<file path="src/rtl/sprite_tile_blitter_assert.svh">
// -----------------------------------------------------------------------------
// Sprite tile blitter assertion macros
// Concurrent checks clocked on clk and disabled while rst is high.
// -----------------------------------------------------------------------------
`ifndef SPRITE_TILE_BLITTER_ASSERT_SVH
`define SPRITE_TILE_BLITTER_ASSERT_SVH

`ifndef SYNTH

// Same-cycle implication
`define STB_ASSERT_IMPL(name, ante, cons) \
  name: assert property (@(posedge clk) disable iff (rst) (ante) |-> (cons)) \
    else $error("implication check failed");

// Next-cycle implication
`define STB_ASSERT_NEXT(name, ante, cons) \
  name: assert property (@(posedge clk) disable iff (rst) (ante) |=> (cons)) \
    else $error("next-cycle check failed");

`else

`define STB_ASSERT_IMPL(name, ante, cons)
`define STB_ASSERT_NEXT(name, ante, cons)

`endif

`endif

</file>
<file path="src/rtl/stb_pkg.sv">
// -----------------------------------------------------------------------------
// Sprite tile blitter package
// Beat types, status codes, control structs and the sheet character decoder.
// -----------------------------------------------------------------------------
package stb_pkg;

  // Default geometry
  localparam int SHEET_COUNT_DEF = 16;
  localparam int ROW_STRIDE_DEF  = 257;
  localparam int SHEET_BYTES_DEF = 65536;

  // Tile geometry
  localparam int TILE_SIDE = 16;

  // Item function codes
  localparam logic FUNC_LOAD = 1'b0;
  localparam logic FUNC_DRAW = 1'b1;

  // Sheet character ranges
  localparam logic [7:0] CH_DIGIT_LO = 8'h31;  // '1'
  localparam logic [7:0] CH_DIGIT_HI = 8'h39;  // '9'
  localparam logic [7:0] CH_ALPHA_LO = 8'h61;  // 'a'
  localparam logic [7:0] CH_ALPHA_HI = 8'h67;  // 'g'
  localparam logic [7:0] ALPHA_BASE  = 8'd9;

  // Result status codes
  typedef enum logic [1:0] {
    ST_OK        = 2'd0,
    ST_UNLOADED  = 2'd1,
    ST_BAD_SHEET = 2'd2,
    ST_OOB       = 2'd3
  } status_t;

  // Input beat
  typedef struct packed {
    logic               func;
    logic        [4:0]  sheet_number;
    logic        [7:0]  tile_index;
    logic signed [15:0] dest_x;
    logic signed [15:0] dest_y;
    logic        [15:0] load_address;
    logic        [7:0]  load_char;
  } in_item_t;

  // Output beat
  typedef struct packed {
    logic signed [15:0] row_x;
    logic signed [15:0] row_y;
    logic        [63:0] row_colours;
    logic        [1:0]  status;
    logic               last;
  } out_item_t;

  // Controller to datapath
  typedef struct packed {
    logic    write;      // load beat: store one character
    logic    capture;    // draw beat: latch item
    logic    start_row;  // set read pointer to current row
    logic    read;       // issue one sheet read
    logic    emit;       // push a result into the output register
    status_t emit_status;
    logic    advance;    // step to the next tile row
  } stb_cmd_t;

  // Datapath to controller
  typedef struct packed {
    logic in_load;    // incoming beat is a load
    logic sheet_ok;
    logic loaded;
    logic row_oob;
    logic col_last;
    logic last_row;
    logic out_free;
  } stb_stat_t;

  // Sheet character to palette index
  function automatic logic [3:0] char_code(input logic [7:0] c);
    logic [3:0] r;
    r = 4'd0;
    if (c >= CH_DIGIT_LO && c <= CH_DIGIT_HI) begin
      r = 4'(c - CH_DIGIT_LO);
    end else if (c >= CH_ALPHA_LO && c <= CH_ALPHA_HI) begin
      r = 4'(c - CH_ALPHA_LO + ALPHA_BASE);
    end
    return r;
  endfunction

endpackage

</file>
<file path="src/rtl/stb_ctrl.sv">
// -----------------------------------------------------------------------------
// Sprite tile blitter controller
// Sequences load beats, draw checks, per-row sheet reads and result emission.
// -----------------------------------------------------------------------------
`include "sprite_tile_blitter_assert.svh"

module stb_ctrl
  import stb_pkg::*;
(
  input  logic      clk,
  input  logic      rst,
  input  logic      in_valid,
  output logic      in_stall,
  input  stb_stat_t stat,
  output stb_cmd_t  cmd
);

  typedef enum logic [2:0] {
    S_IDLE,
    S_CHECK,
    S_ROW,
    S_READ,
    S_DRAIN,
    S_EMIT
  } state_t;

  state_t  state;
  status_t estat;

  // Only idle takes a beat
  assign in_stall = (state != S_IDLE);

  // Commands
  always_comb begin
    cmd             = '0;
    cmd.emit_status = estat;
    unique case (state)
      S_IDLE: begin
        cmd.write   = in_valid && stat.in_load;
        cmd.capture = in_valid && !stat.in_load;
      end
      S_ROW: begin
        cmd.start_row = !stat.row_oob;
      end
      S_READ: begin
        cmd.read = 1'b1;
      end
      S_EMIT: begin
        cmd.emit    = stat.out_free;
        cmd.advance = stat.out_free && (estat == ST_OK) && !stat.last_row;
      end
      default: begin
      end
    endcase
  end

  // State and pending status
  always_ff @(posedge clk) begin
    if (rst) begin
      state <= S_IDLE;
      estat <= ST_OK;
    end else begin
      unique case (state)
        S_IDLE: begin
          if (in_valid && !stat.in_load) begin
            state <= S_CHECK;
          end
        end
        S_CHECK: begin
          if (!stat.sheet_ok) begin
            estat <= ST_BAD_SHEET;
            state <= S_EMIT;
          end else if (!stat.loaded) begin
            estat <= ST_UNLOADED;
            state <= S_EMIT;
          end else begin
            state <= S_ROW;
          end
        end
        S_ROW: begin
          if (stat.row_oob) begin
            estat <= ST_OOB;
            state <= S_EMIT;
          end else begin
            state <= S_READ;
          end
        end
        S_READ: begin
          if (stat.col_last) begin
            state <= S_DRAIN;
          end
        end
        S_DRAIN: begin
          estat <= ST_OK;
          state <= S_EMIT;
        end
        S_EMIT: begin
          if (stat.out_free) begin
            if (estat != ST_OK || stat.last_row) begin
              state <= S_IDLE;
            end else begin
              state <= S_ROW;
            end
          end
        end
        default: begin
          state <= S_IDLE;
        end
      endcase
    end
  end

  // Checks
  `STB_ASSERT_IMPL(a_emit_needs_room, cmd.emit, stat.out_free)
  `STB_ASSERT_IMPL(a_read_in_bounds, cmd.read, !stat.row_oob && stat.sheet_ok)
  `STB_ASSERT_NEXT(a_drain_after_last_col, state == S_READ && stat.col_last, state == S_DRAIN)
  `STB_ASSERT_NEXT(a_row_follows_ok_emit, cmd.emit && estat == ST_OK && !stat.last_row, state == S_ROW)

endmodule

</file>
<file path="config.mk">
export PLATFORM = sky130hd
export DESIGN_NAME = stb_ctrl
export DESIGN_NICKNAME = d
export VERILOG_FILES = /design/src/rtl/stb_pkg.sv /design/src/rtl/stb_ctrl.sv
export VERILOG_INCLUDE_DIRS = /design/src /design/src/rtl
export SDC_FILE = /design/constraint.sdc
export NUM_CORES = 1
export LEC_CHECK = 0
export BUFFER_PORTS_ARGS = -buffer_cell sky130_fd_sc_hd__clkbuf_2
export CAP_MARGIN = 20
export CORE_AREA = 2 2 39 41
export CTS_CLUSTER_SIZE = 16
export DETAILED_ROUTE_END_ITERATION = 12
export DIE_AREA = 0 0 41 43
export GPL_TIMING_DRIVEN = 0
export PLACE_DENSITY = 0.7
export SLEW_MARGIN = 30
export SYNTH_ARGS = -nofsm -noshare
export SYNTH_HDL_FRONTEND = slang
export SYNTH_SLANG_ARGS = --single-unit
</file>
<file path="constraint.sdc">
create_clock -name clk -period 1.7 [get_ports clk]
set_input_delay 0.17 -clock clk [delete_from_list [all_inputs] [get_ports clk]]
set_output_delay 0.17 -clock clk [all_outputs]
set_load 0.02 [all_outputs]
</file>
* Yosys cells after proc, flatten, opt, wreduce, memory -nomap -nowiden
Cells that the tools add are included.
Word-level totals: register bits after elaboration 5, latch bits 0, bits in writable memories 0, bits in read-only memories 0, input bits 10, output and inout bits 9, word-level logic and storage cells 44, memories 0
Cells by class: add/subtract/negate cells 0, $mul 0, div/mod/pow operators 0, $lt $le $gt $ge 0, equal/unequal tests 10, shift operators 0, mux-type cells 17, bitwise logic cells 0, reduce and logical (&&, ||, !) cells 15
Operators with widths (number):
- two-way mux 3 bit | 6
- one-hot mux 3 bit (6 select lines) | 1
- two-way mux 2 bit | 5
- != test 2 bit (second input constant) | 4
- == test 3 x 2 -> 1 bit (second input constant) | 2
- == test 3 bit (second input constant) | 2
- one-hot mux 2 bit (3 select lines) | 1
- AND reduction 3 bit | 2
- nonzero test 3 bit | 2
- logical AND 1 bit | 4
- two-way mux 1 bit | 4
- == test 3 x 1 -> 1 bit (second input constant) | 1
- zero test 1 bit | 3
- zero test 3 bit | 1
- != test 3 bit (second input constant) | 1
- zero test 2 bit | 1
- nonzero test 2 bit | 1
- logical OR 1 bit | 1

* Depth between registers and ports, before layout
Gate-level depths: netlist (run 1).
depth in word-level cells 5, depth in mapped cells 5

* Worst setup path after synthesis (run 1)
Ideal clock, no wire load.
kind register -> register, from register state[2], to register state[1], library setup time 0.121 ns, arrival time 1.110 ns, slack 0.469 ns, stages on the path, launching flop included 6, buffers on the path 1, clock period less this slack 1.231 ns, path through dfxtp_1 > buf_6 > and3b_1 > nor2b_4 > a211oi_1 > nor3_1
On the way: longest elaborated chain between the ends 3, elaborated cells on any way between the ends 11, classes of those cells eq/ne: 8; mux: 1; reduce/logical: 2
RTL lines:
- start, declared | line stb_ctrl.sv:27 | state_t state;
- start signal, assigned | line stb_ctrl.sv:60 | state <= S_IDLE;
- start signal, assigned | line stb_ctrl.sv:66 | state <= S_CHECK;
- start signal, assigned | line stb_ctrl.sv:72 | state <= S_EMIT;
- == test 3 x 2 -> 1 bit (tied with other cells) | line stb_ctrl.sv:63 | unique case (state)
- != test 2 bit (no source line)
- AND reduction 3 bit (no source line)
Several ways; a longest one is shown, not always the timed one. A chain may end at the register's enable or synchronous reset.

==> results of run 1 <==
repair_timing:
| action | in CTS | in global routing |
|---|---|---|
| gates resized for setup | 0 | 1 |
| setup endpoints to repair | 0 | 1 |
| hold buffers | 0 | 0 |
| buffers inserted | 0 | 0 |
critical path: stages, from the launching register on:
cell and delay, ns:
dfxtp_1 0.33, buf_4 0.18, nand3b_4 0.17, nor4_2 0.18, and2_1 0.17, clkbuf_2 0.16
flip-flops by register name, indices dropped and copies added, names as in the netlist:
| register | count |
|---|---|
| state | 3 |
| estat | 2 |
metal layers:
layer  vias to the layer above  wire length [um]
li1                        263                 -
met1                       218               452
met2                        17               534
met3                         0                62
met4                         0                 0
met5                         -                 0
worst paths after layout:
path	start	to	slack [ns]	cells after the start
max	state[1]	cmd[0]	0.11	5
min reg2reg	estat[0]	estat[0]	0.51	1
min	rst	state[0]	0.15	2
max reg2reg	state[2]	state[1]	0.44	5
placed cells by master (no fill, tap or decap), types with 2 or more instances in the layout:
cell type	count
or3b_1	2
nor2b_1	2
nor2_1	6
and2_1	2
dfxtp_1	4
o21a_1	2
buf_6	2
nand2_1	6
nor3_1	2
a21oi_1	5
a211oi_1	2
nor3b_1	2
inv_1	4
clkbuf_2	18
o21ai_0	3
clkbuf_4	3
power by group:
| group | leakage, nW | switching, mW | internal, mW |
|---|---|---|---|
| sequential | 0.0412 | 0.0121 | 0.129 |
| combinational | 0.245 | 0.0729 | 0.0568 |
| clock | 0.0150 | 0.0438 | 0.0884 |
| total | 0.301 | 0.129 | 0.274 |
cell families after synthesis:
logic type	share of synthesized area, %
buffers and inverters	9.62
and+or+nand+nor	43.3
DFF	21.4
AOI/OAI and AO/OA	25.7
area by class of cell:
type	count	area share (%)
Clock buffer	4	4.34
Buffer	3	4.96
Multi-Input combinational cell	49	53.3
Tap cell	16	3.31
Inverter	4	2.48
Timing Repair Buffer	18	14.9
Sequential cell	5	16.7
metrics by stage:
| stage | power (mW) | setup WS, ns | utilization [%] | instance area [sq um] | hold WS, ns |
|---|---|---|---|---|---|
| 6_report | 0.403 | 0.105 | 43.8 | 606 | 0.153 |
| 3_3_place_gp | 0.270 | 0.264 | 41.8 | 578 | 0.408 |
| 2_1_floorplan | 0.228 | 0.469 | - | 468 | 0.239 |
| 4_1_cts | 0.409 | 0.0174 | 43.7 | 604 | 0.151 |
| 5_1_grt | 0.436 | 0.0102 | 43.8 | 606 | 0.151 |
| 3_5_place_dp | 0.272 | 0.279 | 41.8 | 578 | 0.408 |
==> metrics.yaml, run 1 <==
status: "finished clean"
coreArea_sq_um: 1380
cts.path.max_buffers: 2
fmax_mhz: 627
yosysUniqueCellTypes: 30
met3_usage_pct: 3.14
ys_ff_latch: 5
fill_cells: 148
h-tree-depth: 1
multi_input_area_sq_um: 323
netlist_area_sq_um: 468
slew_violations: 0
ys_warn_count: 0
layoutNonFillerInstCount: 99
synth_flop_cell: "dfxtp_1"
grt_max_degree: 11
grt_pass1_vias: 439
port_buffers: 18
maxCapViolations: 0
ctsRootBufferMaster: "clkbuf_4"
fp.dieArea_sq_um: 1760
die_y_um: 43
ios: 19
grt_pass1_wl_mm: 1.64
hp-class: "input pin to flip-flop"
cts_tree: "done"
grt_antenna_before_repair: 0
place.gp.congestion: 0.757
synth.area.top_cells: "dfxtp_1 (21%), a21oi_1 (5.3%), buf_6 (4.8%), nand2_1 (4.8%), nor2_1 (4.8%)"
worstPathArrival_ns: 1.42
top_usage_layer: "met2"
p_per_area_nw_per_um2: 665
clkLatencyLatePin_ns: 0.23
async_flop_share_pct: 0
start_kind: "flip-flop"
rsz0062_at_grt: "false"
tns_ns: 0
avgSynthCellArea_sq_um: 7.67
clk_pin_slew_ns: 0.04
first_pass_iters: 4
globalRouteMet1Util_pct: 15.2
drt_wl_total_mm: 1.05
use_met2_pct: 21.9
drtIter0Drc: 5
cts_buffers: 3
die_w_um: 41
rows: 14
final_antenna_net_count: 0
initial_core_util_pct: 33.8
worst_pin_slew_ns: 0.364
seqCellArea_sq_um: 101
wl_per_cell_um: 10.6
syn_inst: 61
clock_sinks: 5
criticalPathCategory: "flip-flop to output pin"
path_max_fanout: 10
cp-end-kind: "output pin"
skew_ns: 0.00102
grt.overflow.total: 0
hold_violations: 0
grt_usage_pct: 13.6
dp.cells: 95
drc: 0
vdd_drop_max_mv: 0.423
synth-edff-count: 0
leakage_nw: 0.301
synth_top_area_cell: "dfxtp_1"
diodes: 0
synth_top_area_share_pct: 21.4
final_nets: 94
period_needed_ns: 1.59
hpwl_um: 842
timing.final.crit_share_pct: 93.8
worstPathRequired_ns: 1.53
setup_violations: 0
ys_top_cells_by_count: "nand2_1 (6), nor2_1 (6), a21oi_1 (5), dfxtp_1 (5), inv_1 (4)"
seq_area_frac_synth_pct: 21.4
worst_slew_margin_rel_pct: 75.7
vias: 498
avgViaCountPerCell: 5.03
drive_gt1_share_pct: 34.9
syn2layout_area_growth_pct: 29.4
syn_nets: 71
(Power assumes the default switching activity.)
==> run 2: changes to the inputs <==
Settings changed: REMOVE_ABC_BUFFERS set to 1.
==> run 2 against run 1 <==
Combinational power is 16% lower. Total power is 2.0% lower. Cell count is 3.0% lower. Design area is 4.5% lower. Critical endpoint unchanged. Largest cell class unchanged.
==> metrics.yaml, run 2 (synthesized netlist as in run 1, its figures left out) <==
timing.final.crit_share_pct: 90.7  # was 93.8%
place.gp.congestion: 0.745  # was 0.757
worstPathRequired_ns: 1.53  # about the same
hpwl_um: 795  # was 842 um
clkPwrFrac_pct: 34.1  # was 32.8%
maxCapViolations: 0  # unchanged
first_pass_iters: 3  # was 4
timing.hold.ws_ns: 0.154  # was 0.153 ns
layout_common_cells: "clkbuf_2 (18), nor2_1 (6), nand2_1 (6)"  # unchanged
vdd_drop_max_mv: 0.539  # was 0.423 mV
grt_antenna_before_repair: 0  # unchanged
grt_max_degree: 18  # was 11
internal_power_mw: 0.267  # was 0.274 mW
diodes: 0  # unchanged
p_sw_mw: 0.128  # was 0.129 mW
drtIter0Drc: 6  # was 5
initial_core_util_pct: 33.8  # unchanged
hold_violations: 0  # unchanged
syn2layout_area_growth_pct: 23.5  # was 29.4%
cts_tree: "done"  # unchanged
drt_wl_total_um: 998  # was 1.05 mm
clk_pin_slew_ns: 0.04  # about the same
die_y_um: 43  # unchanged
ios: 19  # unchanged
clkLatencyLatePin_ns: 0.24  # was 0.23 ns
vias: 484  # was 498
setup_violations: 0  # unchanged
h-tree-depth: 1  # unchanged
worst_slew_margin_rel_pct: 78.7  # was 75.7%
grt.overflow.total: 0  # unchanged
criticalPathCategory: "flip-flop to output pin"  # unchanged
drc: 0  # unchanged
slew_violations: 0  # unchanged
period_needed_ns: 1.54  # was 1.59 ns
p_seq_share_pct: 38.3  # was 35.0%
path_max_fanout: 17  # was 10
top_regs: "state x3, estat x2"  # unchanged
tns_ns: 0  # unchanged
p_per_area_nw_per_um2: 683  # was 665 nW/um^2
wl_per_cell_um: 10.4  # was 10.6 um
worst_pin_slew_ns: 0.318  # was 0.364 ns
port_buffers: 18  # unchanged
fmax_mhz: 649  # was 627 MHz
top_register: "state"  # unchanged
final_antenna_net_count: 0  # unchanged
leakage_nw: 0.284  # was 0.301 nW
critPathTopFamily: "flip-flops"  # was simple AND/OR/NAND/NOR gates
grt_usage_pct: 13.2  # was 13.6%
grt_pass1_vias: 422  # was 439
cp_slowest_cell: "dfxtp_2"  # was dfxtp_1
drive_gt1_share_pct: 35.0  # was 34.9%
avgViaCountPerCell: 5.04  # was 5.03
die_w_um: 41  # unchanged
coreArea_sq_um: 1380  # unchanged
skew_ns: 0.00420  # was 0.00102 ns
final_nets: 91  # was 94
worstPathArrival_ns: 1.37  # was 1.42 ns
grt_pass1_wl_mm: 1.60  # was 1.64 mm
cts_buffers: 3  # unchanged
largest_reg_flops: 3  # unchanged
cp-end-kind: "output pin"  # unchanged
status: "finished clean"  # unchanged
ctsRootBufferMaster: "clkbuf_4"  # unchanged
fill_cells: 155  # was 148
hp-class: "input pin to flip-flop"  # unchanged
cts.path.max_buffers: 2  # unchanged
rows: 14  # unchanged
switching_share_pct: 32.3  # was 32.0%
cp_slowest_stage_delay_ns: 0.50  # was 0.33 ns
crit_chain: "nand3b_4, nor4_2, and2_1, clkbuf_2"  # was buf_4, nand3b_4, nor4_2, and2_1, clkbuf_2
post-route-util_pct: 41.8  # was 43.8%
pwr-share-comb_pct: 27.6  # was 32.2%
fp.dieArea_sq_um: 1760  # unchanged
start_kind: "flip-flop"  # unchanged
clock_sinks: 5  # unchanged
critPathBufInv: 1  # was 2
final_common_cell: "clkbuf_2"  # unchanged
rsz0062_at_grt: "false"  # unchanged
## run 2: cell count changes in the layout (fill, tap and decap cells not counted), sizes merged
cell  change
buf       -3
## run 2: repair_timing
| item | 4_1_cts | 5_1_grt |
|---|---|---|
| gates resized for setup | 1 | 2 |
| hold buffers | 0 | 0 |
| setup buffers | 0 | 0 |
| hold endpoints to repair | 0 | 0 |
| endpoints found under the setup margin | 1 | 3 |
## run 2: area by class of cell
cell class / instances / area (sq um) / share of cell area, %
tap: 16 / 20.0 / 3.46
clock buffer: 4 / 26.3 / 4.55
multi-input combinational: 49 / 323 / 55.8
inverter: 4 / 15.0 / 2.60
sequential: 5 / 104 / 18.0
timing repair buffer: 18 / 90.1 / 15.6
## run 2: final timing paths
kind	end	cells after the start	from	slack, ns
worst min register to register	estat[1]	1	estat[1]	0.51
worst min-delay path	state[2]	2	rst	0.15
worst max register to register	estat[0]	4	state[0]	0.38
worst max-delay path	cmd[0]	4	state[0]	0.16
## run 2: metal layers
metal | GRT usage [%] | wire length, um | vias up
met5 | 0 | 0 | -
met4 | 2.00 | 0 | 0
met3 | 6.28 | 67 | 0
met2 | 20.9 | 499 | 18
met1 | 15.8 | 431 | 210
li1 | - | - | 256
## run 2: power groups by stage
stage / logic (mW) / registers, mW / clock network [mW]
floorplan: 0.0642 / 0.155 / 0
global placement: 0.107 / 0.152 / 0
detailed placement: 0.110 / 0.153 / 0
CTS: 0.111 / 0.151 / 0.140
global route: 0.122 / 0.154 / 0.153
finish: 0.109 / 0.151 / 0.134
## run 2: per-stage QoR
| step | worst slack [ns] | cell area, sq um | power (mW) | cells |
|---|---|---|---|---|
| 6_report | 0.158 | 578 | 0.395 | 96 |
| 5_1_grt | 0.0149 | 578 | 0.429 | 96 |
| 4_1_cts | 0.0513 | 576 | 0.402 | 96 |
| 3_5_place_dp | 0.198 | 548 | 0.263 | 92 |
| 3_3_place_gp | 0.229 | 548 | 0.259 | 92 |
| 2_1_floorplan | 0.342 | 438 | 0.219 | 58 |
==> run 3: changes to the inputs <==
Settings changed: PLACE_DENSITY 0.7 to not set.
==> run 3 against run 2 <==
Via count fell by 0.21%. Hold slack improved by 0.0023 ns. Setup slack got worse by 0.0093 ns. Count of clock-buffer cells in the layout is the same. Maximum frequency fell by 0.60%. Utilization is the same. Die area unchanged. Design area unchanged. Non-clock buffer count stayed put. Clock power about the same. Cell count is the same. Sequential share of layout area is the same. Largest power group unchanged.
==> metrics.yaml, run 3 (synthesized netlist as in run 1, its figures left out) <==
cts_buffers: 3  # unchanged
hp-start: "rst"  # unchanged
grt_antenna_before_repair: 0  # unchanged
period_needed_ns: 1.55  # was 1.54 ns
initial_core_util_pct: 33.8  # unchanged
critPathBufInv: 1  # unchanged
skew_ns: 0.00924  # was 0.00420 ns
clkLatencyLatePin_ns: 0.24  # about the same
first_pass_iters: 4  # was 3
setup_ws_ns: 0.149  # was 0.158 ns
grt_usage_pct: 12.0  # was 13.2%
drt_wl_total_um: 973  # was 998 um
leakage_nw: 0.284  # unchanged
port_buffers: 18  # unchanged
crit_cells: 4  # unchanged
grt_pass1_wl_mm: 1.48  # was 1.60 mm
hp-class: "input pin to flip-flop"  # unchanged
crit_chain: "nand3b_4, nor4_2, and2_1, clkbuf_2"  # unchanged
wl_met3_um: 68  # was 67 um
drive_gt1_share_pct: 35.0  # unchanged
wl_met2_um: 476  # was 499 um
worst_pin_slew_ns: 0.337  # was 0.318 ns
timing.final.crit_share_pct: 91.2  # was 90.7%
dp.cells: 92  # unchanged
ctsRootBufferMaster: "clkbuf_4"  # unchanged
avgViaCountPerCell: 5.03  # was 5.04
setup_violations: 0  # unchanged
whs_path_depth: 2  # unchanged
rsz0062_at_grt: "false"  # unchanged
final_antenna_net_count: 0  # unchanged
grt_pass1_vias: 387  # was 422
fmax_mhz: 645  # was 649 MHz
p_per_area_nw_per_um2: 688  # was 683 nW/um^2
start_kind: "flip-flop"  # unchanged
final_nets: 91  # unchanged
wl_per_cell_um: 10.1  # was 10.4 um
final_common_cell: "clkbuf_2"  # unchanged
worstPathRequired_ns: 1.53  # about the same
ios: 19  # unchanged
largest_reg_flops: 3  # unchanged
slew_violations: 0  # unchanged
coreArea_sq_um: 1380  # unchanged
drc: 0  # unchanged
cp_slowest_cell: "dfxtp_2"  # unchanged
drtIter0Drc: 7  # was 6
timing.hold.ws_ns: 0.157  # was 0.154 ns
top_register: "state"  # unchanged
layoutNonFillerInstCount: 96  # unchanged
startpoint: "state[0]"  # unchanged
worstPathArrival_ns: 1.38  # was 1.37 ns
diodes: 0  # unchanged
grt.overflow.total: 0  # unchanged
cp-end-kind: "output pin"  # unchanged
place_ws_ns: 0.210  # was 0.198 ns
vdd_drop_max_mv: 0.552  # was 0.539 mV
critPathTopFamily: "flip-flops"  # unchanged
rows: 14  # unchanged
hold_violations: 0  # unchanged
h-tree-depth: 1  # unchanged
tns_ns: 0  # unchanged
syn2layout_area_growth_pct: 23.5  # unchanged
cts.path.max_buffers: 2  # unchanged
status: "finished clean"  # unchanged
ctsHoldBuffers: 0  # unchanged
clk_pin_slew_ns: 0.05  # was 0.04 ns
layout_common_cells: "clkbuf_2 (18), nor2_1 (6), nand2_1 (6)"  # unchanged
fp.dieArea_sq_um: 1760  # unchanged
criticalPathCategory: "flip-flop to output pin"  # unchanged
hpwl_um: 749  # was 795 um
die_y_um: 43  # unchanged
die_w_um: 41  # unchanged
cts_tree: "done"  # unchanged
worst_slew_margin_rel_pct: 77.5  # was 78.7%
reg2reg_depth: 4  # unchanged
maxCapViolations: 0  # unchanged
cp_slowest_stage_delay_ns: 0.51  # was 0.50 ns
place.gp.congestion: 0.714  # was 0.745
clock_sinks: 5  # unchanged
path_max_fanout: 17  # unchanged
top_regs: "state x3, estat x2"  # unchanged
vias: 483  # was 484
timing.rr.start: "state[0]"  # unchanged
top_layer: "met3"  # unchanged
wl_met1_um: 428  # was 431 um
grt_max_degree: 18  # unchanged
run 3: cell counts in the layout (fill, tap and decap cells not counted):
No cell type changed its count.
run 3: worst paths after layout:
path	to	slack, ns
worst max-delay path	cmd[0]	0.15
worst max register to register	estat[0]	0.38
worst min-delay path	state[2]	0.16
worst min register to register	estat[0]	0.51
run 3: area by class of cell:
class | count | area (sq um)
fill | 159 | 806
timing repair buffer | 18 | 90.1
clock buffer | 4 | 26.3
tap | 16 | 20.0
inverter | 4 | 15.0
sequential | 5 | 104
multi-input combinational | 49 | 323
run 3: layer usage:
metal	vias to the layer above	GRT usage [%]
li1	257	-
met1	209	13.5
met2	17	19.7
met4	0	2.00
met3	0	6.28
met5	-	0
run 3: where the power goes:
part           leakage [nW]  switching, mW  internal, mW
registers            0.0422         0.0230         0.129
clock network        0.0150         0.0486        0.0888
logic                 0.227         0.0587        0.0492
total                 0.284          0.130         0.267
run 3: stage by stage:
stage / utilization (%) / cell area (sq um) / total power [mW]
2_1_floorplan: - / 438 / 0.219
3_3_place_gp: 39.6 / 548 / 0.261
3_5_place_dp: 39.6 / 548 / 0.262
4_1_cts: 41.6 / 576 / 0.398
5_1_grt: 41.8 / 578 / 0.428
6_report: 41.8 / 578 / 0.397
run 3: timing repair:
item	4_1_cts	5_1_grt
gates resized for setup	1	2
endpoints found under the setup margin	1	3
buffers inserted	0	0
